===== config.mk =====
export PLATFORM = sky130hd
export DESIGN_NAME = sorted_unique_key_table_core
export DESIGN_NICKNAME = d
export VERILOG_FILES = /design/src/rtl/sukt_pkg.sv /design/src/rtl/sorted_unique_key_table_core.sv /design/src/rtl/sukt_cell.sv
export SDC_FILE = /design/constraint.sdc
export NUM_CORES = 2
export LEC_CHECK = 0
export ABC_AREA = 1
export BUFFER_PORTS_ARGS = -buffer_cell sky130_fd_sc_hd__clkbuf_2
export CELL_PAD_IN_SITES_DETAIL_PLACEMENT = 1
export CELL_PAD_IN_SITES_GLOBAL_PLACEMENT = 1
export CORE_UTILIZATION = 30
export CTS_BUF_LIST = sky130_fd_sc_hd__clkbuf_2
export CTS_CLUSTER_SIZE = 40
export DETAILED_ROUTE_END_ITERATION = 12
export PLACE_DENSITY = 0.6
export SYNTH_ARGS = -nofsm -noshare
export SYNTH_HDL_FRONTEND = slang
export SYNTH_SLANG_ARGS = --single-unit

===== constraint.sdc =====
create_clock -name clk -period 3.4 [get_ports clk]
set_clock_uncertainty 0.15 [all_clocks]
set_input_delay 0.51 -clock clk [delete_from_list [all_inputs] [get_ports clk]]
set_output_delay 0.51 -clock clk [all_outputs]
set_load 0.03 [all_outputs]

===== src/rtl/sukt_pkg.sv =====
// ----------------------------------------------------------------------------
// sukt_pkg
// Shared types and codes for the sorted unique key table.
// ----------------------------------------------------------------------------
`default_nettype none

package sukt_pkg;

    localparam int KEY_W    = 32;
    localparam int OP_W     = 2;
    localparam int STATUS_W = 2;
    localparam int COUNT_W  = 5;

    typedef enum logic [OP_W-1:0] {
        OP_INSERT = 2'd0,
        OP_SEARCH = 2'd1,
        OP_DELETE = 2'd2,
        OP_NOP    = 2'd3
    } op_t;

    typedef enum logic [STATUS_W-1:0] {
        ST_DONE      = 2'd0,
        ST_DUPLICATE = 2'd1,
        ST_NOT_FOUND = 2'd2,
        ST_FULL      = 2'd3
    } status_t;

    typedef enum logic [1:0] {
        S_IDLE,
        S_CMP,
        S_UPD
    } state_t;

    typedef struct packed {
        logic cmp;
        logic ins;
        logic del;
    } cell_ctrl_t;

endpackage

`default_nettype wire


===== src/rtl/sorted_unique_key_table_core.sv =====
// ----------------------------------------------------------------------------
// sorted_unique_key_table_core
// Ascending table of unique signed keys in a row of cells, with insert,
// search and delete.
// ----------------------------------------------------------------------------
//  channel  handshake             payload
//  in       in_valid / in_stall   opcode, key
//  out      out_valid / out_stall status, found, removed_value, entry_count
//
//  One request at a time, taken only in idle: a compare state in which every
//  cell compares, then an update state in which the cells from the key's slot on
//  shift on insert or delete and which waits while a previous result is stalled.
//  Reset clears the count and control; keys are undefined until written.
// ----------------------------------------------------------------------------
`default_nettype none

module sorted_unique_key_table_core #(
    parameter int CAPACITY = 16
) (
    input  wire logic                                 clk,
    input  wire logic                                 rst_n,
    input  wire logic                                 in_valid,
    output logic                                      in_stall,
    input  wire logic [sukt_pkg::OP_W-1:0]            opcode,
    input  wire logic signed [sukt_pkg::KEY_W-1:0]    key,
    output logic                                      out_valid,
    input  wire logic                                 out_stall,
    output logic [sukt_pkg::STATUS_W-1:0]             status,
    output logic                                      found,
    output logic signed [sukt_pkg::KEY_W-1:0]         removed_value,
    output logic [sukt_pkg::COUNT_W-1:0]              entry_count
);

    localparam int CNT_W = $clog2(CAPACITY + 1);

    sukt_pkg::state_t state_reg, state_next;
    sukt_pkg::op_t    op_reg;
    logic signed [sukt_pkg::KEY_W-1:0] probe_reg;
    logic [CNT_W-1:0] count_reg, count_next;

    logic                              out_valid_reg;
    logic [sukt_pkg::STATUS_W-1:0]     status_reg, status_next;
    logic                              found_reg, found_next;
    logic signed [sukt_pkg::KEY_W-1:0] removed_reg, removed_next;
    logic [sukt_pkg::COUNT_W-1:0]      entry_reg, entry_next;

    logic                 in_xfer;
    logic                 upd_go;
    logic                 hit;
    logic                 full;
    sukt_pkg::cell_ctrl_t ctrl;
    logic [CNT_W+sukt_pkg::COUNT_W-1:0] count_wide;

    logic signed [sukt_pkg::KEY_W-1:0] cell_key [CAPACITY];
    logic [CAPACITY-1:0]               cell_lt;
    logic [CAPACITY-1:0]               cell_eq;

    assign in_xfer = in_valid && !in_stall;
    assign hit     = |cell_eq;
    assign full    = (count_reg >= CNT_W'(CAPACITY));

    // next state
    always_comb
    begin
        state_next = state_reg;
        unique case (state_reg)
            sukt_pkg::S_IDLE: if (in_xfer) state_next = sukt_pkg::S_CMP;
            sukt_pkg::S_CMP:  state_next = sukt_pkg::S_UPD;
            sukt_pkg::S_UPD:  if (!out_valid_reg || !out_stall) state_next = sukt_pkg::S_IDLE;
            default:          state_next = sukt_pkg::S_IDLE;
        endcase
    end

    // state outputs
    always_comb
    begin
        in_stall = (state_reg != sukt_pkg::S_IDLE);
        upd_go   = (state_reg == sukt_pkg::S_UPD) && (!out_valid_reg || !out_stall);
        ctrl.cmp = (state_reg == sukt_pkg::S_CMP);
        ctrl.ins = upd_go && (op_reg == sukt_pkg::OP_INSERT) && !hit && !full;
        ctrl.del = upd_go && (op_reg == sukt_pkg::OP_DELETE) && hit;
    end

    always_comb
    begin
        count_next   = count_reg;
        status_next  = sukt_pkg::ST_DONE;
        found_next   = 1'b0;
        removed_next = '0;
        unique case (op_reg)
            sukt_pkg::OP_INSERT:
            begin
                found_next = hit;
                if (hit)
                begin
                    status_next = sukt_pkg::ST_DUPLICATE;
                end
                else if (full)
                begin
                    status_next = sukt_pkg::ST_FULL;
                end
                else
                begin
                    count_next = count_reg + CNT_W'(1);
                end
            end
            sukt_pkg::OP_SEARCH:
            begin
                found_next  = hit;
                status_next = hit ? sukt_pkg::ST_DONE : sukt_pkg::ST_NOT_FOUND;
            end
            sukt_pkg::OP_DELETE:
            begin
                found_next = hit;
                if (hit)
                begin
                    removed_next = probe_reg;
                    count_next   = count_reg - CNT_W'(1);
                end
                else
                begin
                    status_next = sukt_pkg::ST_NOT_FOUND;
                end
            end
            default:
            begin
            end
        endcase
        count_wide = {{sukt_pkg::COUNT_W{1'b0}}, count_next};
        entry_next = count_wide[sukt_pkg::COUNT_W-1:0];
    end

    always_ff @(posedge clk or negedge rst_n)
    begin
        if (!rst_n)
        begin
            state_reg     <= sukt_pkg::S_IDLE;
            count_reg     <= '0;
            out_valid_reg <= 1'b0;
        end
        else
        begin
            state_reg <= state_next;
            if (upd_go)
            begin
                count_reg     <= count_next;
                out_valid_reg <= 1'b1;
            end
            else if (!out_stall)
            begin
                out_valid_reg <= 1'b0;
            end
        end
    end

    always_ff @(posedge clk)
    begin
        if (in_xfer)
        begin
            op_reg    <= sukt_pkg::op_t'(opcode);
            probe_reg <= key;
        end
        if (upd_go)
        begin
            status_reg  <= status_next;
            found_reg   <= found_next;
            removed_reg <= removed_next;
            entry_reg   <= entry_next;
        end
    end

    for (genvar i = 0; i < CAPACITY; i++)
    begin : g_cell
        logic                              left_lt;
        logic signed [sukt_pkg::KEY_W-1:0] left_key;
        logic signed [sukt_pkg::KEY_W-1:0] right_key;
        logic                              valid;

        if (i == 0)
        begin : g_first
            assign left_lt  = 1'b1;
            assign left_key = probe_reg;
        end
        else
        begin : g_mid
            assign left_lt  = cell_lt[i-1];
            assign left_key = cell_key[i-1];
        end

        if (i == CAPACITY - 1)
        begin : g_last
            assign right_key = '0;
        end
        else
        begin : g_inner
            assign right_key = cell_key[i+1];
        end

        assign valid = (CNT_W'(i) < count_reg);

        sukt_cell u_cell (
            .clk       (clk),
            .rst_n     (rst_n),
            .ctrl      (ctrl),
            .valid     (valid),
            .probe     (probe_reg),
            .left_lt   (left_lt),
            .left_key  (left_key),
            .right_key (right_key),
            .key_q     (cell_key[i]),
            .lt_q      (cell_lt[i]),
            .eq_q      (cell_eq[i])
        );
    end

    assign out_valid     = out_valid_reg;
    assign status        = status_reg;
    assign found         = found_reg;
    assign removed_value = removed_reg;
    assign entry_count   = entry_reg;

`ifndef NO_ASSERTIONS
    a_count_bound: assert property (@(posedge clk) disable iff (!rst_n)
        count_reg <= CNT_W'(CAPACITY))
        else $error("count above capacity");

    a_accept_cmp: assert property (@(posedge clk) disable iff (!rst_n)
        in_xfer |=> state_reg == sukt_pkg::S_CMP)
        else $error("transfer not followed by compare");

    a_cmp_upd: assert property (@(posedge clk) disable iff (!rst_n)
        state_reg == sukt_pkg::S_CMP |=> state_reg == sukt_pkg::S_UPD)
        else $error("compare not followed by update");

    a_ins_count: assert property (@(posedge clk) disable iff (!rst_n)
        ctrl.ins |=> count_reg == $past(count_reg) + CNT_W'(1))
        else $error("insert did not grow count");

    a_upd_result: assert property (@(posedge clk) disable iff (!rst_n)
        upd_go |=> out_valid && state_reg == sukt_pkg::S_IDLE)
        else $error("update produced no result");
`endif

endmodule

`default_nettype wire


===== src/rtl/sukt_cell.sv =====
// ----------------------------------------------------------------------------
// sukt_cell
// One slot of the table: holds a key, compares it against the probe and
// shifts in a neighbor's key on insert or delete.
// ----------------------------------------------------------------------------
`default_nettype none

module sukt_cell (
    input  wire logic                         clk,
    input  wire logic                         rst_n,
    input  wire sukt_pkg::cell_ctrl_t         ctrl,
    input  wire logic                         valid,
    input  wire logic signed [sukt_pkg::KEY_W-1:0] probe,
    input  wire logic                         left_lt,
    input  wire logic signed [sukt_pkg::KEY_W-1:0] left_key,
    input  wire logic signed [sukt_pkg::KEY_W-1:0] right_key,
    output logic signed [sukt_pkg::KEY_W-1:0] key_q,
    output logic                              lt_q,
    output logic                              eq_q
);

    logic signed [sukt_pkg::KEY_W-1:0] key_reg;
    logic signed [sukt_pkg::KEY_W-1:0] key_next;
    logic                              lt_reg;
    logic                              eq_reg;

    always_comb
    begin
        key_next = key_reg;
        if (ctrl.ins && !lt_reg)
        begin
            key_next = left_lt ? probe : left_key;
        end
        else if (ctrl.del && !lt_reg)
        begin
            key_next = right_key;
        end
    end

    always_ff @(posedge clk)
    begin
        key_reg <= key_next;
    end

    always_ff @(posedge clk or negedge rst_n)
    begin
        if (!rst_n)
        begin
            lt_reg <= 1'b0;
            eq_reg <= 1'b0;
        end
        else if (ctrl.cmp)
        begin
            lt_reg <= valid && (key_reg < probe);
            eq_reg <= valid && (key_reg == probe);
        end
    end

    assign key_q = key_reg;
    assign lt_q  = lt_reg;
    assign eq_q  = eq_reg;

endmodule

`default_nettype wire

After elaboration in Yosys (flattened, before gate mapping)

Index checks and enable logic that the tools add are counted.

Register bits: 626
Bits of input ports: 38
Logic and storage cells: 292
Output and inout bits: 42

Add/subtract/negate cells: 2
Magnitude comparators: 33
Reductions and logical operators: 117
Muxes and demuxes: 60
Eq/ne operators: 23

Operators by type and width:

| cell                                                   | count |
|---|---|
| 2-to-1 mux 32 bit                                      | 47 |
| equality test 32 bit                                   | 16 |
| < comparator 32 bit                                    | 16 |
| logical AND 1 bit                                      | 71 |
| < comparator 4 x 5 -> 1 bit (first input constant)     | 8 |
| nonzero test 2 bit                                     | 17 |
| logical NOT 1 bit                                      | 21 |
| < comparator 3 x 5 -> 1 bit (first input constant)     | 4 |
| OR reduction 16 bit                                    | 1 |
| 2-to-1 mux 5 bit                                       | 3 |
| < comparator 1 x 5 -> 1 bit (first input constant)     | 2 |
| < comparator 2 x 5 -> 1 bit (first input constant)     | 2 |
| 2-to-1 mux 2 bit                                       | 5 |
| case mux 5 bit (2 select lines)                        | 1 |
| case mux 2 bit (3 select lines)                        | 1 |
| adder 5 x 1 -> 5 bit (second input constant)           | 1 |
| >= comparator 5 bit (second input constant)            | 1 |
| subtractor 5 x 1 -> 5 bit (second input constant)      | 1 |
| equality test 2 x 1 -> 1 bit (second input constant)   | 2 |
| equality test 2 bit (second input constant)            | 2 |
| logical NOT 2 bit                                      | 2 |
| inequality test 2 x 1 -> 1 bit (second input constant) | 2 |
| case mux 2 bit (2 select lines)                        | 1 |
| AND reduction 2 bit                                    | 2 |
| 5 further kinds                                        | 6 |

Longest topological paths before layout

Depth after elaboration: 8
Depth in mapped cells: 16
Gate-level depth less buffers: 16

Hierarchy

A second synthesis with hierarchy kept.

Cell total of the unflattened synthesis: 5687
Area total of the unflattened synthesis: 45053.2 µm²

By module, submodules not included:

| module                       | times used | seq. area each (µm²) | area an instance (µm²) | cells each |
|---|---|---|---|---|
| sukt_cell                    | 16         | 1011.0               | 2591.2                 | 335 |
| sorted_unique_key_table_core | 1          | 2422.3               | 3593.4                 | 327 |

Worst setup path before layout

Ideal clock, no wire load.

Path kind: reg2reg
From: register op_reg[0]
To: register g_cell[0].u_cell.key_reg, in the netlist g_cell[0].u_cell.key_q[0] (enable)
Setup time: 0.421 ns
Data arrival time: 3.050 ns
Cell stages (with the launch flop): 10
Data required time: 2.829 ns
Buffers on the path: 3
Clock period less this slack: 3.621 ns
Slack: -0.221 ns
Cell sequence: edfxtp_1 inv_1 ha_1 clkbuf_1 nand3_4 nor2_8 buf_12 a21oi_2 buf_4 nor2_1

Word-level cells in the longest chain between the ends: 6
Elaborated cells on any way between the ends: 10
Those cells by class: 1 x eq/ne; 9 x reduce/logical

Ends and longest elaborated chain:

| what                             | RTL line                            | source |
|---|---|---|
| from (decl)                      | sorted_unique_key_table_core.sv:37  | `sukt_pkg::op_t op_reg;` |
| from (signal assigned)           | sorted_unique_key_table_core.sv:160 | `op_reg <= sukt_pkg::op_t'(opcode);` |
| logical NOT 2 bit                | sorted_unique_key_table_core.sv:80  | `ctrl.ins = upd_go && (op_reg == sukt_pkg::OP_INSERT) && !hit && !full;` |
| logical AND 1 bit (3 in series)  | sorted_unique_key_table_core.sv:80  |  |
| logical AND 1 bit                | sukt_cell.sv:30                     | `if (ctrl.ins && !lt_reg)` |
| nonzero test 2 bit (no line) (*) | --                                  |  |
| to (signal assigned)             | sukt_cell.sv:42                     | `key_reg <= key_next;` |
| to (decl)                        | sukt_cell.sv:22                     | `logic signed [sukt_pkg::KEY_W-1:0] key_reg;` |

Mark *: on every way between the ends. The rest lies on a longest branch, timed or not.
A chain may end at the register's enable or synchronous reset.

Final worst setup path

From: register g_cell[14].u_cell.eq_reg
To: register g_cell[0].u_cell.key_reg, in the netlist g_cell[0].u_cell.key_q[8] (enable)

Word-level cells in the longest chain between the ends: 6
Elaborated cells on any way between the ends: 8
Those cells by class: 8 x reduce/logical

Ends and longest elaborated chain:

| what                             | RTL line                           | source |
|---|---|---|
| from (decl)                      | sukt_cell.sv:25                    | `logic eq_reg;` |
| from (signal assigned)           | sukt_cell.sv:55                    | `eq_reg <= valid && (key_reg == probe);` |
| OR reduction 16 bit (*)          | sorted_unique_key_table_core.sv:59 | `assign hit = \|cell_eq;` |
| logical NOT 1 bit                | sorted_unique_key_table_core.sv:80 |  |
| logical AND 1 bit (2 in series)  | sorted_unique_key_table_core.sv:80 |  |
| logical AND 1 bit                | sukt_cell.sv:30                    |  |
| nonzero test 2 bit (no line) (*) | --                                 |  |

Marks and branches as above.

==> flow_summary.json <==
{
  "final_layout_size_suffix_gt1_share_pct": 17.0,
  "wire_per_inst_microns": 20.2,
  "rsz0062_at_grt": "no",
  "status": "finished clean",
  "antenna_found_initial": 6,
  "synthFlopType": "edfxtp_1",
  "worst_path_max_delay_cell": "a21oi_4",
  "overflow": 0,
  "synth_cells": 4477,
  "hp-class": "reg2reg",
  "synth_warnings": 0,
  "area_growth_syn_to_layout_pct": 13.4,
  "max_clock_freq_mhz": 326,
  "cts.htree.levels": 4,
  "clk_pin_slew_ns": 0.11,
  "place_congestion": 0.811,
  "finalHoldViolCount": 0,
  "num_rows": 139,
  "ys_ff_latch": 626,
  "core_area_sq_um": 143000,
  "pin_count": 80,
  "drc": 0,
  "syn_area_per_cell_sq_um": 9.69,
  "power.leakage_nw": 20.7,
  "postCtsResizedCells": 0,
  "track_usage_pct": 18.9,
  "fin_crit_ns": 3.07,
  "crit_type": "reg2reg",
  "clkLatencyLatePin_ns": 1.61,
  "portBuffers": 79,
  "synth_edf_count": 586,
  "grt_pass1_vias": 36400,
  "async_flop_share_pct": 6.39,
  "multi_input_area_sq_um": 22800,
  "cts.path.max_buffers": 3,
  "period_share_pct": 90.3,
  "ff_latch_area_sq_um": 18600,
  "instances_no_fill": 6838,
  "wl_microns": 138000,
  "fp.dieW_microns": 382,
  "fp.dieH_microns": 382,
  "dp_hpwl_microns": 106000,
  "drt_iter0_markers": 1687,
  "cts-root-buf": "clkbuf_2",
  "endpoint_kind": "flip-flop",
  "grt_pass1_wl_microns": 214000,
  "critPathLaunchType": "flip-flop",
  "tightest_slew_ns": 1.14,
  "synth_cell_types": 40,
  "vias_per_cell": 4.99,
  "cts_buffers": 185,
  "critPathMaxStageDelay_ns": 0.77,
  "crit_required_ns": 4.51,
  "layout_commonest_cell": "nand2_1",
  "post_cts_buffers": 0,
  "dp_cells": 6404,
  "holdWs_ns": 0.344,
  "final_nets": 5356,
  "fill_cells": 16600,
  "cts_tree": "done",
  "vias": 34100,
  "setup-violations-final": 0,
  "synthesis.area_sq_um": 43400,
  "slew_headroom_pct": 24.0,
  "worstPathMaxFanout": 32,
  "drtPass1Iterations": 5,
  "largest_register_ffs": 512,
  "start_util_pct": 30.2,
  "ant_nets": 0,
  "layout_common_cells": "nand2_1, edfxtp_1, ha_1",
  "synth_nets": 5033,
  "cts.sinks": 626,
  "path_cells": "nor2_1 -> nand2_1 -> nor2_2 -> nand2_4 -> nand2_2 -> inv_1 -> a21oi_4 -> buf_4 -> nor2_4 -> buf_12",
  "yosysSeqAreaShare_pct": 42.9,
  "timing.max_cap.violations": 0,
  "critPathArrivalTime_ns": 4.18,
  "slew_viol_final": 0,
  "die_area_sq_um": 146000,
  "grt_start_max_net_pins": 65,
  "peakVddDrop_mv": 0.389,
  "powerDensity_nw_per_um2": 465
}
==> worst max-delay path, delay by kind of cell (launching register included) <==
kind	cells	cell delay (ns)
compound gates	1	0.77
buf+inv	3	0.62
simple gates	6	0.78
flops	1	0.40
==> worst paths after layout <==
check,start,endpoint,slack (ns),depth (start not counted)
worst min register to register,g_cell[7].u_cell.eq_q,g_cell[7].u_cell.eq_q,0.34,2
max in group asynchronous,rst_n,count_reg[1],2.22,6
worst max register to register,g_cell[14].u_cell.eq_q,g_cell[0].u_cell.key_q[8],0.33,10
min in group asynchronous,rst_n,g_cell[13].u_cell.lt_q,0.37,5
worst max-delay path,g_cell[14].u_cell.eq_q,g_cell[0].u_cell.key_q[8],0.33,10
worst min-delay path,g_cell[7].u_cell.eq_q,g_cell[7].u_cell.eq_q,0.34,2
==> cells in the mapped netlist (3+ instances only) <==
master | number | area, sq um
nand4_1 | 38 | 238
inv_1 | 238 | 893
nand2_8 | 8 | 160
nor2_1 | 229 | 860
a21oi_1 | 275 | 1380
dfrtp_1 | 40 | 1000
o21ai_0 | 286 | 1430
a32o_1 | 5 | 50.1
nor3b_1 | 3 | 22.5
a21o_1 | 15 | 113
nand2_2 | 7 | 43.8
buf_2 | 6 | 30.0
buf_6 | 51 | 574
ha_1 | 518 | 6480
o21ai_2 | 256 | 2240
edfxtp_1 | 586 | 17600
nand2_1 | 1197 | 4490
o21a_1 | 34 | 255
mux2i_1 | 434 | 4340
nor3_1 | 10 | 50.1
nand3_1 | 73 | 365
clkbuf_1 | 144 | 541
==> layer usage <==
metal / GRT usage (%) / routed length [microns] / share of wire, % / up-vias
li1: - / - / - / 16500
met1: 24.7 / 63800 / 46 / 16900
met2: 32.2 / 66800 / 48 / 482
met3: 2.73 / 4500 / 3.3 / 211
met4: 5.72 / 3170 / 2.3 / 0
met5: 0 / 0 / 0 / -
==> metrics by stage <==
stage / setup TNS (ns) / setup WS [ns] / util, % / area (sq um) / power (mW)
finish: 0 / 0.329 / 34.3 / 49200 / 22.9
global route: 0 / 0.102 / 34.3 / 49200 / 24.4
CTS: 0 / 0.0486 / 34.3 / 49200 / 23.2
detailed placement: 0 / 0.315 / 32.4 / 46400 / 16.9
global placement: 0 / 0.319 / 32.4 / 46400 / 16.6
floorplan: -82.08 / -0.221 / - / 43400 / 14.5
==> kinds of logic (layout without fill, tap and decap cells) <==
family,Yosys count,in the layout,synth area share (%)
AO/OA/AOI/OAI,880,880,12.8
XOR/XNOR,1,1,0.0202
adder cells (fa/ha/maj),518,518,14.9
buffers and inverters,444,895,4.79
flip-flops,626,626,42.9
multiplexers,434,434,10.0
other,0,7,0
AND/OR/NAND/NOR,1574,1574,14.6
==> what timing repair did <==
action                                 CTS  global route
setup endpoints to repair                0             0
hold buffers                           112             0
endpoints found under the hold margin  942             0
==> where the power goes <==
part	internal, mW	switching [mW]	total (mW)	leakage, nW
clock network	2.39	3.66	6.04	1.28
registers	9.20	0.574	9.77	5.88
logic	2.49	4.55	7.04	13.6
total	14.1	8.78	22.9	20.7
==> area by class of cell <==
cell class / count / area share (%)
Inverter: 241 / 1.84
Tap cell: 1903 / 4.84
Antenna cell: 7 / 0.0356
Sequential cell: 626 / 37.8
Clock inverter: 35 / 0.437
Clock buffer: 280 / 2.85
Timing Repair Buffer: 339 / 5.72
Multi-Input combinational cell: 3407 / 46.4
No activity file was read; power rests on OpenSTA's default activity.
